[src/pdst_pkg.sv]
// Shared types, constants and register map of the position drive controller.
package pdst_pkg;

  localparam int unsigned GAIN_FRAC_BITS_DEF = 8;
  localparam int unsigned ERROR_BITS_DEF     = 24;

  localparam int unsigned ENC_BITS     = 24;
  localparam int unsigned GAIN_BITS    = 10;
  localparam int unsigned LIMIT_BITS   = 7;
  localparam int unsigned ZONE_BITS    = 16;
  localparam int unsigned TIMER_BITS   = 16;
  localparam int unsigned THRESH_BITS  = 16;
  localparam int unsigned ELAPSED_BITS = 8;
  localparam int unsigned INTEG_BITS   = 32;
  localparam int unsigned POWER_BITS   = 8;

  localparam int unsigned APB_AW = 5;
  localparam int unsigned APB_DW = 32;

  localparam logic [TIMER_BITS-1:0] MIN_SETTLE_MS = 16'd250;

  typedef enum logic [2:0] {
    REG_TARGET_TICKS     = 3'd0,
    REG_GAIN_P           = 3'd1,
    REG_GAIN_I           = 3'd2,
    REG_GAIN_D           = 3'd3,
    REG_POWER_LIMIT      = 3'd4,
    REG_INTEGRAL_ZONE    = 3'd5,
    REG_SETTLE_TIME_MS   = 3'd6,
    REG_SETTLE_THRESHOLD = 3'd7
  } reg_idx_e;

  typedef struct packed {
    logic [ENC_BITS-1:0]    target_ticks;
    logic [GAIN_BITS-1:0]   gain_p;
    logic [GAIN_BITS-1:0]   gain_i;
    logic [GAIN_BITS-1:0]   gain_d;
    logic [LIMIT_BITS-1:0]  power_limit;
    logic [ZONE_BITS-1:0]   integral_zone;
    logic [TIMER_BITS-1:0]  settle_time_ms;
    logic [THRESH_BITS-1:0] settle_threshold;
  } cfg_t;

  localparam cfg_t CFG_RESET = '{
    target_ticks:     24'd0,
    gain_p:           10'd67,
    gain_i:           10'd13,
    gain_d:           10'd159,
    power_limit:      7'd127,
    integral_zone:    16'd299,
    settle_time_ms:   16'd250,
    settle_threshold: 16'd30
  };

  // stage load strobes, one per pipeline register bank after the input register
  typedef struct packed {
    logic ld_s2;
    logic ld_s3;
    logic ld_s4;
    logic ld_out;
  } pipe_ctrl_t;

endpackage

[src/pid_position_drive_with_settle_timer_core.sv]
// Top level of the position drive PID controller with integral zone and settle timer.
// One control tick is accepted per clock cycle while in_ready_o is high, and its result
// reaches the output register through the input register, state stage, product stage
// and sum stage, so the block sustains one tick per cycle when the output side keeps
// taking results. Throughput is set by the move state loop (integral, previous error,
// settle timer and flags), which closes within the first stage; the gain
// multiplications and the Q sum run in later stages. A stalled output
// backs the pipeline up one stage at a time, and ready drops only once every stage is
// full. No clearing pass after reset.
module pid_position_drive_with_settle_timer_core #(
  parameter int unsigned ERROR_BITS     = pdst_pkg::ERROR_BITS_DEF,
  parameter int unsigned GAIN_FRAC_BITS = pdst_pkg::GAIN_FRAC_BITS_DEF
) (
  input  logic                                    clk_i,
  input  logic                                    rst_ni,
  input  logic                                    in_valid_i,
  output logic                                    in_ready_o,
  input  logic                                    mode_i,
  input  logic signed [pdst_pkg::ENC_BITS-1:0]    encoder_count_i,
  input  logic [pdst_pkg::ELAPSED_BITS-1:0]       elapsed_ms_i,
  output logic                                    out_valid_o,
  input  logic                                    out_ready_i,
  output logic signed [pdst_pkg::POWER_BITS-1:0]  drive_power_o,
  output logic                                    done_res_o,
  output logic signed [ERROR_BITS-1:0]            error_value_o,
  input  logic                                    psel,
  input  logic                                    penable,
  input  logic                                    pwrite,
  input  logic [pdst_pkg::APB_AW-1:0]             paddr,
  input  logic [pdst_pkg::APB_DW-1:0]             pwdata,
  output logic [pdst_pkg::APB_DW-1:0]             prdata,
  output logic                                    pready
);

  pdst_pkg::cfg_t       cfg;
  pdst_pkg::pipe_ctrl_t ctrl;

  logic                                  mode_s1_q;
  logic signed [pdst_pkg::ENC_BITS-1:0]  count_s1_q;
  logic [pdst_pkg::ELAPSED_BITS-1:0]     elapsed_s1_q;

  logic v1_q, v2_q, v3_q, v4_q, vout_q;
  logic mv1, mv2, mv3, mv4, free2, free3, free4, free_out, in_fire;

  logic signed [ERROR_BITS-1:0]           err;
  logic signed [pdst_pkg::INTEG_BITS-1:0] integ;
  logic signed [ERROR_BITS:0]             deriv;
  logic                                   done;

  // a stage moves on when the one after it is empty or moving
  assign free_out   = !vout_q | out_ready_i;
  assign mv4        = v4_q & free_out;
  assign free4      = !v4_q | mv4;
  assign mv3        = v3_q & free4;
  assign free3      = !v3_q | mv3;
  assign mv2        = v2_q & free3;
  assign free2      = !v2_q | mv2;
  assign mv1        = v1_q & free2;
  assign in_ready_o = !v1_q | mv1;
  assign in_fire    = in_valid_i & in_ready_o;

  assign ctrl.ld_s2  = mv1;
  assign ctrl.ld_s3  = mv2;
  assign ctrl.ld_s4  = mv3;
  assign ctrl.ld_out = mv4;

  assign out_valid_o = vout_q;

  always_ff @(posedge clk_i or negedge rst_ni) begin
    if (!rst_ni) begin
      v1_q   <= 1'b0;
      v2_q   <= 1'b0;
      v3_q   <= 1'b0;
      v4_q   <= 1'b0;
      vout_q <= 1'b0;
    end else begin
      v1_q   <= in_fire | (v1_q & !mv1);
      v2_q   <= mv1 | (v2_q & !mv2);
      v3_q   <= mv2 | (v3_q & !mv3);
      v4_q   <= mv3 | (v4_q & !mv4);
      vout_q <= mv4 | (vout_q & !out_ready_i);
    end
  end

  always_ff @(posedge clk_i) begin
    if (in_fire) begin
      mode_s1_q    <= mode_i;
      count_s1_q   <= encoder_count_i;
      elapsed_s1_q <= elapsed_ms_i;
    end
  end

  pdst_cfg_regs u_cfg_regs (
    .clk_i   (clk_i),
    .rst_ni  (rst_ni),
    .psel    (psel),
    .penable (penable),
    .pwrite  (pwrite),
    .paddr   (paddr),
    .pwdata  (pwdata),
    .prdata  (prdata),
    .pready  (pready),
    .cfg_o   (cfg)
  );

  pdst_move_state #(
    .ERROR_BITS (ERROR_BITS)
  ) u_move_state (
    .clk_i     (clk_i),
    .rst_ni    (rst_ni),
    .commit_i  (mv1),
    .mode_i    (mode_s1_q),
    .count_i   (count_s1_q),
    .elapsed_i (elapsed_s1_q),
    .cfg_i     (cfg),
    .err_o     (err),
    .integ_o   (integ),
    .deriv_o   (deriv),
    .done_o    (done)
  );

  pdst_pid_math #(
    .ERROR_BITS     (ERROR_BITS),
    .GAIN_FRAC_BITS (GAIN_FRAC_BITS)
  ) u_pid_math (
    .clk_i         (clk_i),
    .ctrl_i        (ctrl),
    .cfg_i         (cfg),
    .err_i         (err),
    .integ_i       (integ),
    .deriv_i       (deriv),
    .done_i        (done),
    .drive_power_o (drive_power_o),
    .done_o        (done_res_o),
    .error_o       (error_value_o)
  );

endmodule

[src/pdst_cfg_regs.sv]
// APB configuration register file of the position drive controller.
module pdst_cfg_regs (
  input  logic                           clk_i,
  input  logic                           rst_ni,
  input  logic                           psel,
  input  logic                           penable,
  input  logic                           pwrite,
  input  logic [pdst_pkg::APB_AW-1:0]    paddr,
  input  logic [pdst_pkg::APB_DW-1:0]    pwdata,
  output logic [pdst_pkg::APB_DW-1:0]    prdata,
  output logic                           pready,
  output pdst_pkg::cfg_t                 cfg_o
);

  pdst_pkg::cfg_t     cfg_q, cfg_d;
  pdst_pkg::reg_idx_e idx;
  logic               wr_en;

  assign idx    = pdst_pkg::reg_idx_e'(paddr[pdst_pkg::APB_AW-1:2]);
  assign wr_en  = psel & penable & pwrite;
  assign pready = 1'b1;
  assign cfg_o  = cfg_q;

  always_comb begin
    cfg_d = cfg_q;
    if (wr_en) begin
      case (idx)
        pdst_pkg::REG_TARGET_TICKS:
          cfg_d.target_ticks = pwdata[pdst_pkg::ENC_BITS-1:0];
        pdst_pkg::REG_GAIN_P:        cfg_d.gain_p = pwdata[pdst_pkg::GAIN_BITS-1:0];
        pdst_pkg::REG_GAIN_I:        cfg_d.gain_i = pwdata[pdst_pkg::GAIN_BITS-1:0];
        pdst_pkg::REG_GAIN_D:        cfg_d.gain_d = pwdata[pdst_pkg::GAIN_BITS-1:0];
        pdst_pkg::REG_POWER_LIMIT:
          cfg_d.power_limit = pwdata[pdst_pkg::LIMIT_BITS-1:0];
        pdst_pkg::REG_INTEGRAL_ZONE:
          cfg_d.integral_zone = pwdata[pdst_pkg::ZONE_BITS-1:0];
        pdst_pkg::REG_SETTLE_TIME_MS:
          cfg_d.settle_time_ms = pwdata[pdst_pkg::TIMER_BITS-1:0];
        pdst_pkg::REG_SETTLE_THRESHOLD:
          cfg_d.settle_threshold = pwdata[pdst_pkg::THRESH_BITS-1:0];
        default: ;
      endcase
    end
  end

  always_comb begin
    case (idx)
      pdst_pkg::REG_TARGET_TICKS:
        prdata = pdst_pkg::APB_DW'($signed(cfg_q.target_ticks));
      pdst_pkg::REG_GAIN_P:         prdata = pdst_pkg::APB_DW'(cfg_q.gain_p);
      pdst_pkg::REG_GAIN_I:         prdata = pdst_pkg::APB_DW'(cfg_q.gain_i);
      pdst_pkg::REG_GAIN_D:         prdata = pdst_pkg::APB_DW'(cfg_q.gain_d);
      pdst_pkg::REG_POWER_LIMIT:    prdata = pdst_pkg::APB_DW'(cfg_q.power_limit);
      pdst_pkg::REG_INTEGRAL_ZONE:  prdata = pdst_pkg::APB_DW'(cfg_q.integral_zone);
      pdst_pkg::REG_SETTLE_TIME_MS: prdata = pdst_pkg::APB_DW'(cfg_q.settle_time_ms);
      pdst_pkg::REG_SETTLE_THRESHOLD:
        prdata = pdst_pkg::APB_DW'($signed(cfg_q.settle_threshold));
      default:                      prdata = '0;
    endcase
  end

  always_ff @(posedge clk_i or negedge rst_ni) begin
    if (!rst_ni) begin
      cfg_q <= pdst_pkg::CFG_RESET;
    end else begin
      cfg_q <= cfg_d;
    end
  end

endmodule

[src/pdst_move_state.sv]
// Error, integral zone, derivative and settle timer: the per-move state loop.
module pdst_move_state #(
  parameter int unsigned ERROR_BITS = pdst_pkg::ERROR_BITS_DEF
) (
  input  logic                                    clk_i,
  input  logic                                    rst_ni,
  input  logic                                    commit_i,
  input  logic                                    mode_i,
  input  logic signed [pdst_pkg::ENC_BITS-1:0]    count_i,
  input  logic [pdst_pkg::ELAPSED_BITS-1:0]       elapsed_i,
  input  pdst_pkg::cfg_t                          cfg_i,
  output logic signed [ERROR_BITS-1:0]            err_o,
  output logic signed [pdst_pkg::INTEG_BITS-1:0]  integ_o,
  output logic signed [ERROR_BITS:0]              deriv_o,
  output logic                                    done_o
);

  localparam int unsigned WIDE = 34;
  localparam int unsigned TB   = pdst_pkg::TIMER_BITS;
  localparam logic signed [WIDE-1:0] EMAX =
    WIDE'((longint'(1) <<< (ERROR_BITS - 1)) - longint'(1));
  localparam logic signed [WIDE-1:0] EMIN = -EMAX - WIDE'(1);
  localparam logic signed [WIDE-1:0] IMAX =
    WIDE'((longint'(1) <<< (pdst_pkg::INTEG_BITS - 1)) - longint'(1));
  localparam logic signed [WIDE-1:0] IMIN = -IMAX - WIDE'(1);

  logic signed [pdst_pkg::INTEG_BITS-1:0] integ_q, integ_d, integ_eff, integ_new;
  logic signed [ERROR_BITS-1:0]           prev_q, prev_d, prev_eff;
  logic                                   settled_q, settled_d, settled_eff, settled_new;
  logic [TB-1:0]                          timer_q, timer_d, timer_eff, timer_new, settle_lim;
  logic                                   fin_q, fin_d, fin_eff, fin_now;

  logic signed [WIDE-1:0] raw, err_w, mag, integ_sum, integ_sat, deriv_w;
  logic [TB:0]            timer_sum;
  logic                   in_zone;

  // a new move starts from cleared state
  assign integ_eff   = mode_i ? '0 : integ_q;
  assign prev_eff    = mode_i ? '0 : prev_q;
  assign settled_eff = mode_i ? 1'b0 : settled_q;
  assign timer_eff   = mode_i ? '0 : timer_q;
  assign fin_eff     = mode_i ? 1'b0 : fin_q;

  always_comb begin
    raw = WIDE'($signed(cfg_i.target_ticks)) - (WIDE'(count_i) <<< 1);
    if (raw > EMAX) begin
      err_w = EMAX;
    end else if (raw < EMIN) begin
      err_w = EMIN;
    end else begin
      err_w = raw;
    end
  end

  // settle timer, saturating
  assign timer_sum  = {1'b0, timer_eff} + (TB + 1)'(elapsed_i);
  assign timer_new  = !settled_eff ? timer_eff :
                      (timer_sum[TB] ? '1 : timer_sum[TB-1:0]);
  assign settle_lim = (cfg_i.settle_time_ms < pdst_pkg::MIN_SETTLE_MS) ?
                      pdst_pkg::MIN_SETTLE_MS : cfg_i.settle_time_ms;
  assign fin_now    = fin_eff | (settled_eff & (timer_new >= settle_lim));

  // integral zone
  assign mag       = (err_w < 0) ? -err_w : err_w;
  assign in_zone   = (err_w != '0) && ($unsigned(mag) < WIDE'(cfg_i.integral_zone));
  assign integ_sum = WIDE'(integ_eff) + err_w;
  assign integ_sat = (integ_sum > IMAX) ? IMAX : ((integ_sum < IMIN) ? IMIN : integ_sum);
  assign integ_new = in_zone ? integ_sat[pdst_pkg::INTEG_BITS-1:0] : '0;

  assign deriv_w     = (err_w == '0) ? '0 : err_w - WIDE'(prev_eff);
  assign settled_new = settled_eff |
                       (err_w < WIDE'($signed(cfg_i.settle_threshold)));

  always_comb begin
    integ_d   = integ_eff;
    prev_d    = prev_eff;
    settled_d = settled_eff;
    timer_d   = timer_eff;
    fin_d     = fin_eff;
    if (!fin_eff) begin
      timer_d = timer_new;
      if (fin_now) begin
        fin_d = 1'b1;
      end else begin
        integ_d   = integ_new;
        prev_d    = err_w[ERROR_BITS-1:0];
        settled_d = settled_new;
        if (!settled_new) begin
          timer_d = '0;
        end
      end
    end
  end

  assign err_o   = err_w[ERROR_BITS-1:0];
  assign integ_o = integ_new;
  assign deriv_o = deriv_w[ERROR_BITS:0];
  assign done_o  = fin_now;

  always_ff @(posedge clk_i or negedge rst_ni) begin
    if (!rst_ni) begin
      integ_q   <= '0;
      prev_q    <= '0;
      settled_q <= 1'b0;
      timer_q   <= '0;
      fin_q     <= 1'b0;
    end else if (commit_i) begin
      integ_q   <= integ_d;
      prev_q    <= prev_d;
      settled_q <= settled_d;
      timer_q   <= timer_d;
      fin_q     <= fin_d;
    end
  end

endmodule

[src/pdst_pid_math.sv]
// PID datapath: gain products, Q sum, truncation toward zero and power clamp.
module pdst_pid_math #(
  parameter int unsigned ERROR_BITS     = pdst_pkg::ERROR_BITS_DEF,
  parameter int unsigned GAIN_FRAC_BITS = pdst_pkg::GAIN_FRAC_BITS_DEF
) (
  input  logic                                    clk_i,
  input  pdst_pkg::pipe_ctrl_t                    ctrl_i,
  input  pdst_pkg::cfg_t                          cfg_i,
  input  logic signed [ERROR_BITS-1:0]            err_i,
  input  logic signed [pdst_pkg::INTEG_BITS-1:0]  integ_i,
  input  logic signed [ERROR_BITS:0]              deriv_i,
  input  logic                                    done_i,
  output logic signed [pdst_pkg::POWER_BITS-1:0]  drive_power_o,
  output logic                                    done_o,
  output logic signed [ERROR_BITS-1:0]            error_o
);

  localparam int unsigned GW    = pdst_pkg::GAIN_BITS + 1;
  localparam int unsigned PP_W  = ERROR_BITS + GW;
  localparam int unsigned PI_W  = pdst_pkg::INTEG_BITS + GW;
  localparam int unsigned PD_W  = ERROR_BITS + 1 + GW;
  localparam int unsigned SUM_W = ((PD_W > PI_W) ? PD_W : PI_W) + 2;
  localparam int unsigned Q_W   = SUM_W - GAIN_FRAC_BITS;

  // stage 2
  logic signed [ERROR_BITS-1:0]           err_s2_q;
  logic signed [pdst_pkg::INTEG_BITS-1:0] integ_s2_q;
  logic signed [ERROR_BITS:0]             deriv_s2_q;
  logic                                   done_s2_q;
  logic signed [GW-1:0]                   gp, gi, gd;
  logic signed [PP_W-1:0]                 pp;
  logic signed [PI_W-1:0]                 pi;
  logic signed [PD_W-1:0]                 pd;

  // stage 3
  logic signed [PP_W-1:0]       pp_s3_q;
  logic signed [PI_W-1:0]       pi_s3_q;
  logic signed [PD_W-1:0]       pd_s3_q;
  logic signed [ERROR_BITS-1:0] err_s3_q;
  logic                         done_s3_q;
  logic signed [SUM_W-1:0]      sum;

  // stage 4
  logic signed [SUM_W-1:0]      sum_s4_q;
  logic signed [ERROR_BITS-1:0] err_s4_q;
  logic                         done_s4_q;
  logic signed [Q_W-1:0]        q_trunc, q, lim;
  logic                         round_up;
  logic signed [Q_W-1:0]        power_w;

  // output register
  logic signed [pdst_pkg::POWER_BITS-1:0] power_q;
  logic                                   done_q;
  logic signed [ERROR_BITS-1:0]           error_q;

  assign gp = $signed({1'b0, cfg_i.gain_p});
  assign gi = $signed({1'b0, cfg_i.gain_i});
  assign gd = $signed({1'b0, cfg_i.gain_d});
  assign pp = PP_W'(gp) * PP_W'(err_s2_q);
  assign pi = PI_W'(gi) * PI_W'(integ_s2_q);
  assign pd = PD_W'(gd) * PD_W'(deriv_s2_q);

  assign sum = SUM_W'(pp_s3_q) + SUM_W'(pi_s3_q) + SUM_W'(pd_s3_q);

  // shift then bump negatives with dropped bits: truncation toward zero
  assign q_trunc  = sum_s4_q[SUM_W-1:GAIN_FRAC_BITS];
  assign round_up = sum_s4_q[SUM_W-1] & (|sum_s4_q[GAIN_FRAC_BITS-1:0]);
  assign q        = q_trunc + Q_W'(round_up);
  assign lim      = Q_W'($signed({1'b0, cfg_i.power_limit}));

  always_comb begin
    if (q > lim) begin
      power_w = lim;
    end else if (q < -lim) begin
      power_w = -lim;
    end else begin
      power_w = q;
    end
  end

  always_ff @(posedge clk_i) begin
    if (ctrl_i.ld_s2) begin
      err_s2_q   <= err_i;
      integ_s2_q <= integ_i;
      deriv_s2_q <= deriv_i;
      done_s2_q  <= done_i;
    end
    if (ctrl_i.ld_s3) begin
      pp_s3_q   <= pp;
      pi_s3_q   <= pi;
      pd_s3_q   <= pd;
      err_s3_q  <= err_s2_q;
      done_s3_q <= done_s2_q;
    end
    if (ctrl_i.ld_s4) begin
      sum_s4_q  <= sum;
      err_s4_q  <= err_s3_q;
      done_s4_q <= done_s3_q;
    end
    if (ctrl_i.ld_out) begin
      power_q <= done_s4_q ? '0 : power_w[pdst_pkg::POWER_BITS-1:0];
      done_q  <= done_s4_q;
      error_q <= err_s4_q;
    end
  end

  assign drive_power_o = power_q;
  assign done_o        = done_q;
  assign error_o       = error_q;

endmodule

[config.mk]
export PLATFORM = sky130hd
export DESIGN_NAME = pid_position_drive_with_settle_timer_core
export DESIGN_NICKNAME = d
export VERILOG_FILES = /design/src/pdst_pkg.sv /design/src/pid_position_drive_with_settle_timer_core.sv /design/src/pdst_cfg_regs.sv /design/src/pdst_move_state.sv /design/src/pdst_pid_math.sv
export SDC_FILE = /design/constraint.sdc
export NUM_CORES = 2
export LEC_CHECK = 0
export ABC_AREA = 1
export BUFFER_PORTS_ARGS = -buffer_cell sky130_fd_sc_hd__buf_2
export CORE_MARGIN = 4
export CORE_UTILIZATION = 65
export DETAILED_ROUTE_END_ITERATION = 7
export PLACE_DENSITY = 0.82
export SYNTH_ARGS = -nofsm -noshare
export SYNTH_HDL_FRONTEND = slang
export SYNTH_SLANG_ARGS = --single-unit
[constraint.sdc]
create_clock -name clk_i -period 8.3 [get_ports clk_i]
set_input_delay 0.83 -clock clk_i [delete_from_list [all_inputs] [get_ports clk_i]]
set_output_delay 0.83 -clock clk_i [all_outputs]
set_load 0.1 [all_outputs]
==> results.yml <==
place:
  dp.cells: 8564
  port_buffers: 133
  dpl_cell_area_um2: 63100
  place.gp.congestion: 0.951
  hpwl_um: 127000
grt:
  grt_util_all_layers: 0.334
  grt_pass1_vias: 51200
  grt_max_degree: 85
  antenna_found_initial: 7
  grt_pass1_wl_um: 263000
  grt_overflow: 0
detailed_routing:
  ant_nets: 0
  totalWireLength_um: 162000
  viasPerCell: 5.67
  drc_errors: 0
  wl_per_cell_um: 18.7
  via_count: 49200
  drt_first_pass_iters: 6
  drt-initial-drc-count: 4949
die:
  rows: 112
  die_h_um: 316
  core_um2: 93600
  pin_count: 145
  die_w_um: 316
  start_util: 0.657
  die_area_um2: 99600
sta:
  worstMarginPinSlew_ns: 1.29
  fin_skew_ns: 0.0928
  period_needed_ns: 7.70
  slew_headroom: 0.142
  setup_viol: 0
  clock.fmax_mhz: 130
  drv_slew: 0
  hold_violations: 0
  fin_setup_tns_ns: 0
  rsz0062_at_grt: "no"
  fin_crit_sh: 0.928
yosys:
  synth_nets: 8709
  synth_top_flop_cell: "edfxtp_1"
  async_reset_ff_frac: 0.345
  ys_ff_latch: 545
  synthCells: 7400
  ys_types: 61
  seq_area_frac_synth: 0.251
  syn_avg_cell_area_um2: 8.31
  syn_area_um2: 61500
  yosys_warnings: 0
  synth_edf_count: 357
worst_setup_path:
  cp-end-kind: "register"
  required_ns: 8.84
  path_max_fanout: 40
  crit_type: "register to register"
  critPathLaunchType: "register"
  slowest_stage: "fa_1"
  cp_common_cell: "nand2_1"
  slowest_delay_ns: 0.45
  cp.arrival_ns: 8.24
run_status:
  outcome: "finished, final reports clean"
clocking:
  clkTransAtPathRegs_ns: 0.06
  root_buffer: "clkbuf_16"
  cts_hold_buf: 0
  clk_latency_ns: 0.70
  cts_resized: 0
  postCtsSetupRepairBufs: 0
  cts_made_buffers: 60
  tritoncts: "built"
  cts_max_path_buffers: 3
  clock_sinks: 545
  h-tree-depth: 2
final_layout:
  area_delta_synth_final_pct: 6.03
  fin_cells: 8679
  drive_gt1_frac: 0.0585
  design_area_um2: 65200
  layout.nets: 8681
  final_util: 0.697
hold_path:
  hp-class: "input pin to async pin"
job:
  cap_violations: 0
[placed cells by master, fill, tap and decap left out, types with 47 or more instances in the layout]
cell type,count
nand2_1,1842
inv_1,1672
fa_1,747
ha_1,485
a21oi_1,373
edfxtp_1,357
nor2_1,318
o21ai_0,274
xor2_1,167
dfrtp_1,154
nand3_1,132
buf_2,132
xnor2_1,85
nand4_1,68
clkbuf_16,60
buf_4,56
nor3_1,47
[synth_stat cells, types with 6 or more instances]
cell type | number | area, um2
a211oi_1 | 11 | 82.6
a21boi_0 | 19 | 143
a21o_1 | 12 | 90.1
a21oi_1 | 376 | 1880
a221oi_1 | 12 | 105
a22oi_1 | 14 | 105
a31oi_1 | 32 | 200
buf_1 | 62 | 233
buf_4 | 15 | 113
clkbuf_1 | 192 | 721
dfrtp_1 | 154 | 3850
dfstp_2 | 34 | 893
edfxtp_1 | 357 | 10700
fa_1 | 747 | 15000
ha_1 | 485 | 6070
inv_1 | 1676 | 6290
inv_2 | 12 | 45.0
mux2_2 | 6 | 67.6
nand2_1 | 1842 | 6910
nand2_2 | 18 | 113
nand3_1 | 132 | 661
nand3_2 | 36 | 360
nand3b_1 | 13 | 97.6
nand4_1 | 68 | 425
nor2_1 | 320 | 1200
nor2_2 | 9 | 56.3
nor3_1 | 49 | 245
nor4_1 | 26 | 163
o2111ai_1 | 13 | 114
o211ai_1 | 18 | 135
o21a_1 | 18 | 135
o21ai_0 | 275 | 1380
o21bai_1 | 12 | 90.1
o221ai_1 | 8 | 70.1
o22ai_1 | 23 | 144
or2_2 | 6 | 37.5
xnor2_1 | 85 | 744
xor2_1 | 167 | 1460
[state kept, by name, indices dropped and copies added, names as in the netlist, 8 cells and up]
register,count
u_move_state.timer_q,16
u_pid_math.pd_s3_q,36
u_pid_math.pi_s3_q,43
u_move_state.integ_q,32
u_pid_math.pp_s3_q,35
count_s1_q,24
u_pid_math.err_s2_q,24
u_pid_math.integ_s2_q,32
elapsed_s1_q,8
u_move_state.prev_q,24
u_pid_math.drive_power_o,8
u_pid_math.sum_s4_q,45
u_pid_math.err_s4_q,24
u_cfg_regs.cfg_o,109
u_pid_math.err_s3_q,24
u_pid_math.error_o,24
u_pid_math.deriv_s2_q,25
[worst paths after layout]
| check | start | end | slack (ns) | cells after the start |
|---|---|---|---|---|
| max in group asynchronous | rst_ni | u_cfg_regs.cfg_o[14] | 6.61 | 2 |
| min in group clk_i | encoder_count_i[4] | count_s1_q[4] | 0.30 | 1 |
| setup reg to reg | u_cfg_regs.cfg_o[86] | u_move_state.integ_q[28] | 0.60 | 41 |
| hold reg to reg | u_pid_math.err_s3_q[2] | u_pid_math.err_s4_q[2] | 0.41 | 0 |
| setup / recovery | u_cfg_regs.cfg_o[86] | u_move_state.integ_q[28] | 0.60 | 41 |
| hold / removal | rst_ni | u_move_state.integ_q[30] | 0.20 | 1 |
[critical path: cells and delay by family, from the launching register on]
family / cells / cell delay, ns
simple gates: 25 / 3.03
flops: 1 / 0.33
fa+ha+maj: 5 / 1.85
buf+inv: 4 / 0.36
compound gates: 7 / 1.96
[through the flow]
| step | worst slack [ns] | hold WS (ns) |
|---|---|---|
| finish | 0.599 | 0.202 |
| global route | 0.130 | 0.250 |
| CTS | 0.743 | 0.223 |
| detailed placement | 0.892 | 0.405 |
| global placement | 1.08 | 0.400 |
| floorplan | 1.96 | 0.400 |
[area by class of cell]
class | count | area (um2)
multi-input combinational | 4888 | 38600
fill | 7059 | 28400
clock inverter | 44 | 584
sequential | 545 | 15500
inverter | 1688 | 6340
antenna | 2 | 5.00
timing repair buffer | 189 | 1090
tap | 1254 | 1570
clock buffer | 69 | 1550
[metal layers]
| layer | GRT usage | vias up | wire length, um |
|---|---|---|---|
| met5 | 0 | - | 13 |
| met2 | 0.543 | 2346 | 74300 |
| met4 | 0.182 | 2 | 10500 |
| li1 | - | 22700 | - |
| met1 | 0.427 | 23600 | 61500 |
| met3 | 0.0635 | 531 | 15800 |
[cells by family after synthesis]
| family | count (synthesis) | synth area share |
|---|---|---|
| AOI/OAI and AO/OA | 862 | 0.0786 |
| xor gates and xnor gates | 252 | 0.0359 |
| adders and majority gates | 1232 | 0.342 |
| buffers and inverters | 1967 | 0.122 |
| DFF | 545 | 0.251 |
| muxes | 7 | 0.00126 |
| other | 1 | 0.0000610 |
| and+or+nand+nor | 2534 | 0.169 |
Power is not shown: default switching activity piles up to over one toggle a cycle in this logic, so the estimate is an artifact.
